<file path="config.mk">
export PLATFORM = sky130hd
export DESIGN_NAME = bgcm_front
export DESIGN_NICKNAME = d
export VERILOG_FILES = /design/src/rtl/bgcm_pkg.sv /design/src/rtl/bgcm_front.sv
export SDC_FILE = /design/constraint.sdc
export NUM_CORES = 1
export LEC_CHECK = 0
export BUFFER_PORTS_ARGS = -buffer_cell sky130_fd_sc_hd__clkbuf_2
export CAP_MARGIN = 20
export CORE_ASPECT_RATIO = 1.4
export CORE_MARGIN = 2
export CORE_UTILIZATION = 35
export DETAILED_ROUTE_END_ITERATION = 10
export PLACE_DENSITY_LB_ADDON = 0.12
export SLEW_MARGIN = 20
export SYNTH_ARGS = -nofsm -noshare
export SYNTH_HDL_FRONTEND = slang
export SYNTH_SLANG_ARGS = --single-unit
</file>
<file path="constraint.sdc">
create_clock -name clk -period 0.9 [get_ports clk]
set_input_delay 0.135 -clock clk [delete_from_list [all_inputs] [get_ports clk]]
set_output_delay 0.135 -clock clk [all_outputs]
set_load 0.02 [all_outputs]
</file>
<file path="src/rtl/bgcm_pkg.sv">
// Shared types and constants of the breakpoint grid coordinate map.
`default_nettype none
package bgcm_pkg;

	localparam int VAL_W = 32;
	localparam int CFG_W = 7;
	localparam int CFG_IDX_W = 2;
	localparam int ACT_W = 2;
	localparam int AXIS_W = 2;
	localparam int IDX_W = 6;
	localparam int ST_W = 2;
	localparam int FRAC_BITS = 16;
	localparam int QBITS = 34;
	localparam int NUM_REGS = 3;

	localparam int MAX_POINTS_DEF = 64;
	localparam int AXES_DEF = 3;

	localparam logic [VAL_W-1:0] ONE_Q = 32'h0001_0000;
	localparam logic [VAL_W-1:0] ZERO_Q = 32'h0000_0000;
	localparam logic [VAL_W-1:0] VAL_MAX = 32'h7FFF_FFFF;
	localparam logic [VAL_W-1:0] VAL_MIN = 32'h8000_0000;

	localparam logic [ACT_W-1:0] ACT_WRITE = 2'd0;
	localparam logic [ACT_W-1:0] ACT_L2P = 2'd1;
	localparam logic [ACT_W-1:0] ACT_P2L = 2'd2;

	localparam logic [ST_W-1:0] ST_OK = 2'd0;
	localparam logic [ST_W-1:0] ST_EXT = 2'd1;
	localparam logic [ST_W-1:0] ST_SAT = 2'd2;

	localparam logic [CFG_IDX_W-1:0] REG_POINTS_X = 2'd0;
	localparam logic [CFG_IDX_W-1:0] REG_POINTS_Y = 2'd1;
	localparam logic [CFG_IDX_W-1:0] REG_POINTS_Z = 2'd2;

	localparam logic [CFG_W-1:0] POINTS_RESET = 7'd2;

	typedef enum logic [1:0] {KIND_NOP, KIND_WR, KIND_L2P, KIND_P2L} kind_t;

	typedef struct packed {
		kind_t kind;
		logic [AXIS_W-1:0] axis;
		logic [IDX_W-1:0] idx;
		logic [VAL_W-1:0] value;
	} cmd_t;

	typedef struct packed {
		logic [VAL_W-1:0] value;
		logic [ST_W-1:0] status;
	} res_t;

endpackage
`default_nettype wire

</file>
<file path="src/rtl/bgcm_front.sv">
// Front part: point count registers and classification of incoming items.
`default_nettype none
module bgcm_front #(
	parameter int MAX_POINTS = bgcm_pkg::MAX_POINTS_DEF,
	parameter int AXES = bgcm_pkg::AXES_DEF
) (
	input wire logic clk,
	input wire logic arst_n,
	input wire logic [bgcm_pkg::ACT_W-1:0] action,
	input wire logic [bgcm_pkg::AXIS_W-1:0] axis,
	input wire logic [bgcm_pkg::IDX_W-1:0] point_index,
	input wire logic [bgcm_pkg::VAL_W-1:0] value_in,
	input wire logic cfg_valid,
	output logic cfg_ready,
	input wire logic [bgcm_pkg::CFG_IDX_W-1:0] cfg_index,
	input wire logic [bgcm_pkg::CFG_W-1:0] cfg_data,
	output bgcm_pkg::cmd_t cmd,
	output logic [bgcm_pkg::CFG_W-1:0] pts [bgcm_pkg::NUM_REGS]
);

	logic [bgcm_pkg::CFG_W-1:0] pts_q [bgcm_pkg::NUM_REGS];

	assign cfg_ready = 1'b1;
	assign pts = pts_q;

	always_ff @(posedge clk or negedge arst_n) begin
		if (!arst_n) begin
			pts_q[0] <= bgcm_pkg::POINTS_RESET;
			pts_q[1] <= bgcm_pkg::POINTS_RESET;
			pts_q[2] <= bgcm_pkg::POINTS_RESET;
		end else if (cfg_valid) begin
			case (cfg_index)
				bgcm_pkg::REG_POINTS_X: pts_q[0] <= cfg_data;
				bgcm_pkg::REG_POINTS_Y: pts_q[1] <= cfg_data;
				bgcm_pkg::REG_POINTS_Z: pts_q[2] <= cfg_data;
				default: ;
			endcase
		end
	end

	always_comb begin
		cmd.axis = axis;
		cmd.idx = point_index;
		cmd.value = value_in;
		cmd.kind = bgcm_pkg::KIND_NOP;
		if (32'(axis) < AXES) begin
			case (action)
				bgcm_pkg::ACT_WRITE: begin
					if (32'(point_index) < MAX_POINTS) begin
						cmd.kind = bgcm_pkg::KIND_WR;
					end
				end
				bgcm_pkg::ACT_L2P: cmd.kind = bgcm_pkg::KIND_L2P;
				bgcm_pkg::ACT_P2L: cmd.kind = bgcm_pkg::KIND_P2L;
				default: cmd.kind = bgcm_pkg::KIND_NOP;
			endcase
		end
	end

endmodule
`default_nettype wire

</file>
==> metrics list <==
* Overall power after layout: 2.93 mW
- The number of nets handed over by synthesis was 150.
- Cell count after placement: 136
- Most frequent standard cell in the layout excluding fill and tap cells: mux2_2
* Largest delay contributor family on the critical path: flip-flops
- Global routing consumed, over all layers together, 12.1% of the routing resources.
* Synth-to-Final Area Change: 24.3%
- Buffers inserted during clock tree synthesis total 3.
* Number of global-route vias before repair: 702
- The routed layout has 688 vias.
- The tool flagged a number of max-cap violations equal to 0.
- Kind of end point of the critical path: output port
- Relative contribution of combinational cells to total power: 36.1%
- Routability-driven placement finished with a final weighted congestion of 0.642.
- Number of diodes: 0
- RSZ-0062 raised after global routing: true
* VDD IR max: 1.15 mV
* Syn_area_per_cell: 12.4 um2
* Hold Path Stages: 2
* Share of power burned in registers: 43.6%
* Vias/cell: 4.85
- In this design, the stage delay of the slowest critical-path cell is 0.55 ns.
- Starting density of the core: 37.0%
* Sequential element share of the synthesized area: 45.3%
- Endpoint with the worst hold slack: pts[16]
- Of the total power, the share spent switching nets is 29.8%.
- Failing checks: setup timing
- Setup tns final: -0.741 ns
- Clock tree synthesis selected as its root buffer the cell clkbuf_8.
- Initial antenna violation count: 0
* Net switching power figure: 0.871 mW
- Area enclosed by the die boundary: 0.00382 mm2
* CP Cell Sequence: buf_8
- Standby leakage power: 0.669 nW
- Maximum buffer depth of the clock tree: 2
* Number of buffers and inverters on the critical path: 1
- Result of the run: finished with violations
* First-pass GRT wire length: 3.35 mm
- For this block, the initial DRC count from the detailed router was 3.
- The register with the most flip-flops in the layout has 21 of them.
- The number of hold violations in the final report is 0.
- The post-route netlist has 79.6% of its cells at a drive strength greater than 1.
- Cell internal power dissipation: 2.06 mW
- The worst setup path is launched from a flop.
- Along the worst path, the maximum fanout reaches 2.
* Mapped Cells: 94
- Arrival time at the worst endpoint: 0.91 ns
- Final ANT Viol Nets: 0
* Remaining routing DRC violations: 0
- For the worst-skew pair, the clock arrives at the later sink with an insertion delay of 0.25 ns.
* Worst Setup Path Type: flop to output port
- After floorplanning, the core was sized to cover 0.00315 mm2.
- Ports: 118
- Number of clock sinks seen by CTS: 21
* Die H: 72.3 um
- Synthesized flop and latch total: 21
* Area fraction of the dominant cell type after synthesis: 38.6%
* Input/output buffers: 40
- Data on the critical path is required at its endpoint by 0.76 ns.
- Entering global routing, the biggest net connects 22 pins.
- Die width: 52.8 um
- Launch point of the worst reg-to-reg path: pts[7]
* Cell with the biggest individual delay on the critical path: dfstp_2
- Counting cells, the worst reg-to-reg path comes to 2.
- The clock network burns 20.3% of the power.
- Final #Nets: 160
* Clock Skews: 0 ns
- After floorplanning, the core was divided into 24 placement rows.
- Counting distinct cell types in the post-synthesis netlist gives 12.
- Hold path startpoint: cfg_data[2]
- Final count of negative-setup-slack endpoints: 22
- Final period utilization: 117%
- The first TritonRoute pass finished after 2 iterations.
* Achievable Freq: 954 MHz
- In this run the number of H-tree levels came out at 1.
- Max-slew violation total from the final report: 0
- Post-detailed-route wirelength per cell: 16.5 um
* Syn Std Cell Area: 0.00117 mm2
- After detailed routing, the total wire length is 2.34 mm.
* Total global routing overflow: 0
* Number of cells in the finished layout apart from fillers: 142
- In this run the register-to-register setup slack is 0.01 ns.
- After clock tree synthesis, the clock-pin slew on the worst setup and hold paths is 0.07 ns.
- TritonCTS built the clock tree.
- Setup slack after layout: -0.149 ns
* Yosys top cell by area: dfrtp_1
* Leading cell types in the layout, fill and taps excluded: mux2_2 (21), buf_6 (20), dfrtp_1 (18), clkbuf_2 (15), buf_8 (6)
- Hold/Removal Path Class: input port to flop
- The worst register-to-register path ends at pts[7].
- After layout, the minimum clock period comes to 1.05 ns.
- Yosys attributes the largest share of cell area to dfrtp_1 (39%), buf_4 (26%), mux2_2 (20%), dfstp_2 (6.8%), ha_1 (2.1%).
- Syn. warnings: 0
* Power Dens Cells: 2020 mW/mm2
- The wire-length estimate of the detail-placed layout is 1.68 mm.
## synth_stat cells
cell,n
ha_1,2
dfrtp_1,18
conb_1,1
nor2_1,1
mux2_2,21
a21oi_1,1
buf_4,41
nand3b_2,2
a21boi_0,1
dfstp_2,3
nor3b_4,1
inv_1,2
## cell families after synthesis
logic type,count (synthesis),share of synthesized area [%]
flops,21,45.3
simple gates,4,3.86
buf+inv,43,27.0
mux,21,20.3
compound gates,2,1.07
fa+ha+maj,2,2.14
other cells,1,0.321
## per-stage QoR
step / util, % / setup WS [ns] / hold WS (ns) / instance area, um2
detailed placement: 36.6 / -0.226 / 0.116 / 1150
global placement: 36.6 / -0.195 / 0.115 / 1150
finish: 46.0 / -0.149 / 0.142 / 1450
CTS: 40.2 / -0.178 / 0.143 / 1270
global route: 46.0 / -0.186 / 0.147 / 1450
floorplan: - / -0.0317 / -0.161 / 1170
## per-layer routing
metal	wire length (um)	track usage [%]	up-vias
met2	1190	18.2	49
met4	119	10.3	0
li1	-	-	287
met5	0	0	-
met3	266	4.32	20
met1	768	13.4	332
## area by class of cell
type / instances / area, um2
Clock buffer: 4 / 45.0
Fill cell: 312 / 1700
Inverter: 2 / 15.0
Multi-Input combinational cell: 30 / 370
Sequential cell: 21 / 529
Tap cell: 39 / 48.8
Timing Repair Buffer: 46 / 443
## power groups by stage
stage,sequential [mW],clock (mW),combinational [mW]
global placement,1.25,0,0.753
detailed placement,1.25,0,0.763
finish,1.28,0.594,1.06
floorplan,1.47,0,0.474
global route,1.30,0.661,1.12
CTS,1.24,0.615,0.825
## how the worst max path moves through the flow
stage                 start      end  slack (ns)  depth (start not counted)
2_1_floorplan  cfg_index[1]  pts[14]       -0.03                          2
3_3_place_gp   cfg_index[0]   pts[2]       -0.20                          3
3_5_place_dp   cfg_index[0]   pts[2]       -0.23                          3
4_1_cts             pts[15]  pts[15]       -0.18                          1
5_1_grt              pts[8]   pts[8]       -0.19                          1
6_report            pts[15]  pts[15]       -0.15                          1
## timing repair
action | CTS | global route
pin swaps | 2 | 2
hold endpoints to repair | 18 | 0
resized for setup | 14 | 74
hold buffers | 1 | 0
buffers inserted | 0 | 1
endpoints found under the setup margin | 23 | 23
cloned | 0 | 0
Note: power is estimated with default switching activity, not from simulation.
