## src/rtl/bgcm_fifo.sv

```systemverilog
// Small first-in first-out queue between the block's parts.
`default_nettype none
module bgcm_fifo #(
	parameter int W = 8,
	parameter int DEPTH = 2
) (
	input wire logic clk,
	input wire logic arst_n,
	input wire logic push,
	input wire logic pop,
	input wire logic [W-1:0] wdata,
	output logic [W-1:0] rdata,
	output logic full,
	output logic empty
);

	localparam int PW = $clog2(DEPTH);
	localparam int CW = $clog2(DEPTH + 1);

	logic [W-1:0] mem_q [DEPTH];
	logic [PW-1:0] wp_q;
	logic [PW-1:0] rp_q;
	logic [CW-1:0] cnt_q;
	logic do_push;
	logic do_pop;

	assign full = (cnt_q == CW'(DEPTH));
	assign empty = (cnt_q == '0);
	assign do_push = push && !full;
	assign do_pop = pop && !empty;
	assign rdata = mem_q[rp_q];

	always_ff @(posedge clk) begin
		if (do_push) begin
			mem_q[wp_q] <= wdata;
		end
	end

	always_ff @(posedge clk or negedge arst_n) begin
		if (!arst_n) begin
			wp_q <= '0;
			rp_q <= '0;
			cnt_q <= '0;
		end else begin
			if (do_push) begin
				wp_q <= (wp_q == PW'(DEPTH - 1)) ? '0 : wp_q + 1'b1;
			end
			if (do_pop) begin
				rp_q <= (rp_q == PW'(DEPTH - 1)) ? '0 : rp_q + 1'b1;
			end
			if (do_push && !do_pop) begin
				cnt_q <= cnt_q + 1'b1;
			end else if (do_pop && !do_push) begin
				cnt_q <= cnt_q - 1'b1;
			end
		end
	end

endmodule
`default_nettype wire

```

## config.mk

```make
export PLATFORM = sky130hd
export DESIGN_NAME = bgcm_fifo
export DESIGN_NICKNAME = d
export VERILOG_FILES = /design/src/rtl/bgcm_fifo.sv
export SDC_FILE = /design/constraint.sdc
export NUM_CORES = 1
export LEC_CHECK = 0
export ABC_AREA = 1
export BUFFER_PORTS_ARGS = -buffer_cell sky130_fd_sc_hd__buf_4
export CORE_ASPECT_RATIO = 1.25
export CORE_MARGIN = 10
export CORE_UTILIZATION = 45
export DETAILED_ROUTE_END_ITERATION = 8
export GPL_ROUTABILITY_DRIVEN = 0
export PLACE_DENSITY = 0.72
export SYNTH_ARGS = -nofsm -noshare
export SYNTH_HDL_FRONTEND = slang
export SYNTH_SLANG_ARGS = --single-unit
```

## constraint.sdc

```tcl
create_clock -name clk -period 3.23 [get_ports clk]
set_input_delay 0.8075 -clock clk [delete_from_list [all_inputs] [get_ports clk]]
set_output_delay 0.8075 -clock clk [all_outputs]
set_load 0.05 [all_outputs]
```

==> summary.txt, run 1 <==
GRT
  – First-pass GRT wire length: 2.573 mm
  – Initial antenna violation count: 0
  – Largest net degree at the start of global routing: 12
  – Total GRT Usage: 0.08269
  – Vias in the first global route: 592
  – Remaining global-route overflow: 0

Finish
  – Fin nets: about 110
  – Register area: a little under 600 um2
  – Area delta synth->final: 25.04%
  – Post-layout util: 0.5803
  – Fillcell total: 161
  – Cell area after layout: 1012 um2
  – Diode count: 0
  – Multi-input gate area: 193.9 um2
  – Share of cells above drive strength 1: 0.2784

Status
  – Outcome: finished, final reports clean

Die
  – Site Rows: 17
  – Initial Utilization: 0.4641
  – I/O pin count: 22
  – Core Area: 1744 um2
  – Die Ht: 67.42 um
  – Die W: a little under 60 um
  – Die ar.: 3906 um2

CTS
  – Post-CTS setup buffer count: 0
  – H-tree Lvls: 1
  – Hold-fix buffers at CTS: 0
  – CTS tree: done
  – CTS buffer count: 3
  – Clk buf depth: 2
  – Clock Latency Late Sink: 0.29 ns
  – Clk pin slew, worst setup/hold paths: roughly 0.1 ns
  – Post-cts resize count: 0
  – Root Buffer: clkbuf_4
  – Clock sink total: 20

Logic synthesis
  – Adder-Cell Fraction of Synth Area: 0.01546
  – Compound-cell area share of the yosys netlist: 0.01236
  – Syn nets: 86
  – Main combinational cell family by area after synthesis: simple AND/OR/NAND/NOR gates
  – Seq cells post-synth: 20
  – Synth Cell Area: roughly 810 um2
  – Post-synthesis simple-gate area fraction: 0.2009
  – Ys Warns: 0
  – Synth Area per Inst: 11.09 um2
  – Post-synthesis sequential area ratio: 0.7172
  – Proportion of synthesized area in mux cells: 0
  – Area share of xor/xnor cells in the synthesized design: 0.01082
  – Cells after Synth: 73
  – Synth cell types: 14

STA
  – Final Max Tran Viols: 0
  – Final setup fails: 0
  – Worst-margin pin slew: between 0.6 and 0.7 ns
  – Setup TNS: 0 ns
  – Worst Skew: 0.004168 ns
  – Final worst setup slack: 1.075 ns
  – Endpoints failing hold: 0
  – Peak Freq: approximately 460 MHz
  – Tmin final: between 2 and 2.5 ns
  – Period Utilization, post-route: 0.6673
  – Max_slew headroom: 0.5587
  – RSZ-0062 raised after global routing: no

Setup path
  – CP max FO: 10
  – Critical path endpoint: rdata[3]
  – Critical Path RT: 2.42 ns
  – Reg2reg start: cnt_q[1]$_DFFE_PN0P_
  – CP Launch Type: register
  – Max stage delay on crit path: roughly 0.57 ns
  – Slowest stage cell, crit path: dfrtp_1
  – Most frequent CP cell: nand2_1
  – R2R depth: 3
  – Crit end category: primary output
  – Gate family responsible for the most delay along the worst path: flip-flops
  – Critical path arrival: 1.35 ns
  – Worst Path Buf+Inv: 2
  – CP Launch Point: rp_q$_DFFE_PN0P_
  – End of the worst register-to-register path: mem_q[1][1]$_DFFE_PP_
  – R2R setup slack: 1.70 ns
  – Critical path, cell by cell: inv_2 -> nand2_1 -> nand2_1 -> buf_4
  – Crit Path Class: register to primary output
  – Stages on the worst setup path: 4

Routing
  – DRC errors left: 0
  – Final Routed Wirelength: 1.505 mm
  – Via-per-instance ratio: 4.698
  – WL/cell: ~13 um
  – Initial drt markers: 3
  – Final ANT Viol Nets: 0
  – Total number of vias: 545
  – Router iterations before antenna repair: 4

Power
  – Worst VDD drop: ~0.00052 V
  – Pwr Density: 1057 nW/um2
  – Leakage: 0.4760 nW
  – Total Power: 0.001070 W

Placement
  – Place WS: between 1 and 1.5 ns
  – Area after DPL: between 900 and 1000 um2
  – HPWL Detailed: 1.201 mm
  – Port Buf Inserts: 21

Hold path
  – Hold crit path type: input pin to asynchronous set/reset pin

Job
  – Max cap viols: 0
[placed cells by master (no fill, tap or decap)]
cell       n
inv_1      7
ha_1       1
o21ai_0    2
clkbuf_1   1
nor2_2     2
inv_2      1
clkbuf_4   3
xnor2_1    1
nand4_1    1
nand3_1    1
buf_4     21
nor2_1     2
edfxtp_1  16
dfrtp_1    4
nand2_1   33
nand3b_1   1
[synthesized netlist by cell type (all sizes together)]
| cell type | count | area share |
|---|---|---|
| o21ai | 2 | 0.012 |
| nand3b | 1 | 0.0093 |
| xnor2 | 1 | 0.011 |
| ha | 1 | 0.015 |
| dfrtp | 4 | 0.12 |
| inv | 8 | 0.037 |
| buf | 1 | 0.0062 |
| nand3 | 1 | 0.0062 |
| nor2 | 4 | 0.025 |
| nand4 | 1 | 0.0077 |
| edfxtp | 16 | 0.59 |
| nand2 | 33 | 0.15 |
[flip-flops by register name (all words and copies together), names as in the netlist]
register	flops
rp_q	1
cnt_q	2
wp_q	1
mem_q	16
[logic make-up (layout without fill, tap and decap cells)]
family / count (synthesis) / in the layout
AND/OR/NAND/NOR: 40 / 40
flip-flops: 20 / 20
buffers and inverters: 9 / 33
AO/OA/AOI/OAI: 2 / 2
adder cells (fa/ha/maj): 1 / 1
XOR/XNOR: 1 / 1
[final cells by class]
cell class	instances	share of cell area
clock buffer	4	0.02596
inverter	8	0.02967
multi-input combinational	44	0.1916
sequential	20	0.5735
tap	19	0.02349
timing repair buffer	21	0.1557
[power breakdown]
| group | leakage [nW] | switching (W) | internal (W) |
|---|---|---|---|
| Clock | 0.0150 | 0.0000650 | 0.0000480 |
| Sequential | 0.197 | 0.0000524 | 0.000358 |
| Combinational | 0.264 | 0.000390 | 0.000157 |
[per-layer routing]
layer,GRT usage,part of all wire
met3,0.02251,0.070
met1,0.08166,0.41
met2,0.1492,0.50
met4,0.05294,0.017
met5,0,0
[metrics by stage]
step / std cells / hold WS, ns
after floorplan: 73 / 0.4490
final: 116 / 0.2931
after global placement: 112 / 0.4654
after global routing: 116 / 0.2787
after CTS: 116 / 0.2866
after detailed placement: 112 / 0.4811
[worst min-delay path by stage]
stage,slack [ns],to,depth (start not counted)
2_1_floorplan,0.45,wp_q$_DFFE_PN0N_,2
3_3_place_gp,0.47,wp_q$_DFFE_PN0N_,2
3_5_place_dp,0.48,wp_q$_DFFE_PN0N_,2
4_1_cts,0.29,wp_q$_DFFE_PN0N_,1
5_1_grt,0.28,wp_q$_DFFE_PN0N_,1
6_report,0.29,wp_q$_DFFE_PN0N_,1
(Power assumes the default switching activity.)
==> run 2, diff against run 1 <==
--- a/config.mk
+++ b/config.mk
@@ -5,7 +5,7 @@
 export SDC_FILE = /design/constraint.sdc
 export NUM_CORES = 1
 export LEC_CHECK = 0
-export ABC_AREA = 1
+export ABC_AREA = 0
 export BUFFER_PORTS_ARGS = -buffer_cell sky130_fd_sc_hd__buf_4
 export CORE_ASPECT_RATIO = 1.25
 export CORE_MARGIN = 10
==> constraint.sdc (replaced) <==
create_clock -name clk -period 2.1 [get_ports clk]
set_input_delay 0.525 -clock clk [delete_from_list [all_inputs] [get_ports clk]]
set_output_delay 0.525 -clock clk [all_outputs]
set_load 0.05 [all_outputs]
==> run 2 against run 1 <==
Against the previous run:
- count of clock-buffer cells in the layout stayed put
- first-iteration DRC count stayed put
- global-route usage is 1.1 points lower
- clock power is 90% higher
- utilization is 5.1 points higher
- hold slack better by 0.12 ns
- via count is 23% lower
- sequential share of layout area is 0.071 points higher
- area after synthesis is 3.4% lower
- critical path type unchanged
==> summary.txt, run 2 <==
Setup path
  – Max stage delay on crit path: 0.58 ns
  – Crit end category: primary output
  – Critical path, cell by cell: mux2_1 -> buf_4
  – Critical path arrival: 1.44 ns
  – Worst Path Buf+Inv: 1
  – Slowest stage cell, crit path: dfrtp_1
  – Critical Path RT: 1.57 ns
  – R2R setup slack: 0.61 ns
  – Crit Path Class: register to primary output
  – CP max FO: 9
  – Gate family responsible for the most delay along the worst path: flip-flops
  – CP Launch Type: register

STA
  – Worst Skew: between 0.0005 and 0.0006 ns
  – Setup TNS: 0 ns
  – Peak Freq: 508.7 MHz
  – Final Max Tran Viols: 0
  – Period Utilization, post-route: 0.9361
  – RSZ-0062 raised after global routing: no
  – Tmin final: 1.966 ns
  – Worst-margin pin slew: 0.3751 ns
  – Endpoints failing hold: 0
  – Final setup fails: 0
  – Max_slew headroom: 0.7499

Power
  – Worst VDD drop: slightly above 0.0009 V
  – Pwr Density: 1585 nW/um2
  – Leakage: 0.4219 nW

Routing
  – Initial drt markers: 3
  – Via-per-instance ratio: 4.784
  – Router iterations before antenna repair: 2
  – Final ANT Viol Nets: 0
  – WL/cell: 14.59 um
  – Total number of vias: 421
  – DRC errors left: 0
  – Final Routed Wirelength: 1.284 mm

Finish
  – Most frequent cells in the layout: buf_4 (22), edfxtp_1 (16), mux2_1 (6)
  – Diode count: 0
  – Area delta synth->final: 29.28%
  – Max reg flops: 16
  – Reg with most FFs: mem_q
  – Post-layout util: 0.6313
  – Commonest non-fill, non-tap cell in the layout: buf_4
  – Share of cells above drive strength 1: 0.4286
  – Fin nets: 84
  – Largest regs: mem_q: 16 flops, cnt_q: 2 flops

Logic synthesis
  – Predominant post-synthesis flop cell: edfxtp_1
  – Synth Cell Area: 782.0 um2
  – Post-synth EDFFs: 16
  – Synth top area share: 0.6144
  – Post-synthesis sequential area ratio: 0.7424
  – Area leader, netlist: edfxtp_1
  – Synth cell types: 15
  – Synth cell count leaders: edfxtp_1 (16), mux2_1 (6), dfrtp_1 (4)
  – Syn nets: between 50 and 60
  – Cells after Synth: 44
  – Top-count cell post-synth: edfxtp_1
  – Async set-reset flop share out of synthesis: 0.2000
  – Seq cells post-synth: 20
  – Largest cells by area after synthesis: edfxtp_1 (61%), dfrtp_1 (13%), mux2_1 (8.6%)
  – Synth Area per Inst: 17.77 um2
  – Ys Warns: 0

Die
  – I/O pin count: 22
  – Core Area: 1602 um2
  – Die Ht: 66.61 um
  – Initial Utilization: 0.4883
  – Die W: 57.29 um
  – Die ar.: 3815 um2
  – Site Rows: 16

CTS
  – H-tree Lvls: 1
  – Post-CTS setup buffer count: 0
  – Clk pin slew, worst setup/hold paths: roughly 0.10 ns
  – Root Buffer: clkbuf_4
  – Clk buf depth: 2
  – CTS tree: done
  – CTS buffer count: 3
  – Clock Latency Late Sink: 0.29 ns
  – Clock sink total: 20

GRT
  – Vias in the first global route: about 490
  – Largest net degree at the start of global routing: 12
  – Total GRT Usage: 0.07176
  – Initial antenna violation count: 0
  – Remaining global-route overflow: 0
  – First-pass GRT wire length: 2.166 mm

Placement
  – HPWL Detailed: approximately 990 um
  – Port Buf Inserts: 21

Job
  – Max cap viols: 0

Status
  – Outcome: finished, final reports clean

Hold path
  – Hold crit path type: input pin to register
-- run 2: cell types whose count changed in the layout (fill, tap and decap cells not counted), moves of 2 or more --
cell,before,now
nand2_1,33,0
mux2_1,0,6
inv_1,7,2
mux2_2,0,2
nor2_2,2,0
o21ai_0,2,0
xor2_1,0,2
-- run 2: cell type report --
type                       count  area (um2)
multi-input combinational     21       188.9
clock buffer                   4       36.28
inverter                       2       7.507
tap                           18       22.52
timing repair buffer          23       175.2
fill                         129       590.6
sequential                    20       580.6
-- run 2: through the flow --
stage,worst slack [ns],hold WS (ns),instance area [um2],cells,total power [W]
6_report,0.1343,0.4100,1011,88,0.001602
5_1_grt,0.03275,0.3860,1011,88,0.001694
4_1_cts,0.1034,0.3973,1011,88,0.001627
3_5_place_dp,0.4478,0.3267,964.7,83,0.001409
3_3_place_gp,0.4495,0.3259,964.7,83,0.001394
2_1_floorplan,0.5076,0.2294,782.0,44,0.001190
-- run 2: worst register-to-register path, stage by stage, from the launching register on --
cell	delay (ns)
dfrtp_1	0.45
nand2b_1	0.20
nand2_2	0.11
inv_1	0.05
ha_1	0.18
xor2_1	0.14
nor2_1	0.12
xor2_1	0.15
-- run 2: routing by layer --
metal  up-vias  routed length [um]  track usage
met3         0                  88      0.02657
met5         -                   0            0
met2        14                 666       0.1250
met4         0                   0      0.04412
li1        210                   -            -
met1       197                 529      0.07072
-- run 2: final timing paths --
path,startpoint,to,cells past startpoint
worst max-delay path,rp_q$_DFFE_PN0P_,rdata[0],2
worst min-delay path,wdata[7],mem_q[1][7]$_DFFE_PP_,1
worst max register to register,cnt_q[0]$_DFFE_PN0P_,cnt_q[1]$_DFFE_PN0P_,7
worst min register to register,cnt_q[1]$_DFFE_PN0P_,cnt_q[1]$_DFFE_PN0P_,1
max in group asynchronous,arst_n,rp_q$_DFFE_PN0P_,2
min in group asynchronous,arst_n,cnt_q[1]$_DFFE_PN0P_,2
-- run 2: cell families after synthesis --
group           count (synthesis)  share of synthesized area
flops                          20                     0.7424
mux                             8                     0.1152
simple gates                    6                    0.03841
xor+xnor                        5                    0.06561
buf+inv                         3                    0.01600
compound gates                  1                   0.006394
fa+ha+maj                       1                    0.01600
-- run 2: power by group --
group / leakage, nW / internal, W / switching (W)
sequential: 0.195 / 0.000554 / 0.0000844
combinational: 0.206 / 0.000271 / 0.000477
clock: 0.0210 / 0.000106 / 0.000110
-- run 2: timing repair --
| action | CTS | global route |
|---|---|---|
| hold buffers | 1 | 0 |
| hold endpoints to repair | 4 | 0 |
| endpoints found under the setup margin | 0 | 0 |
| gates resized for setup | 0 | 0 |
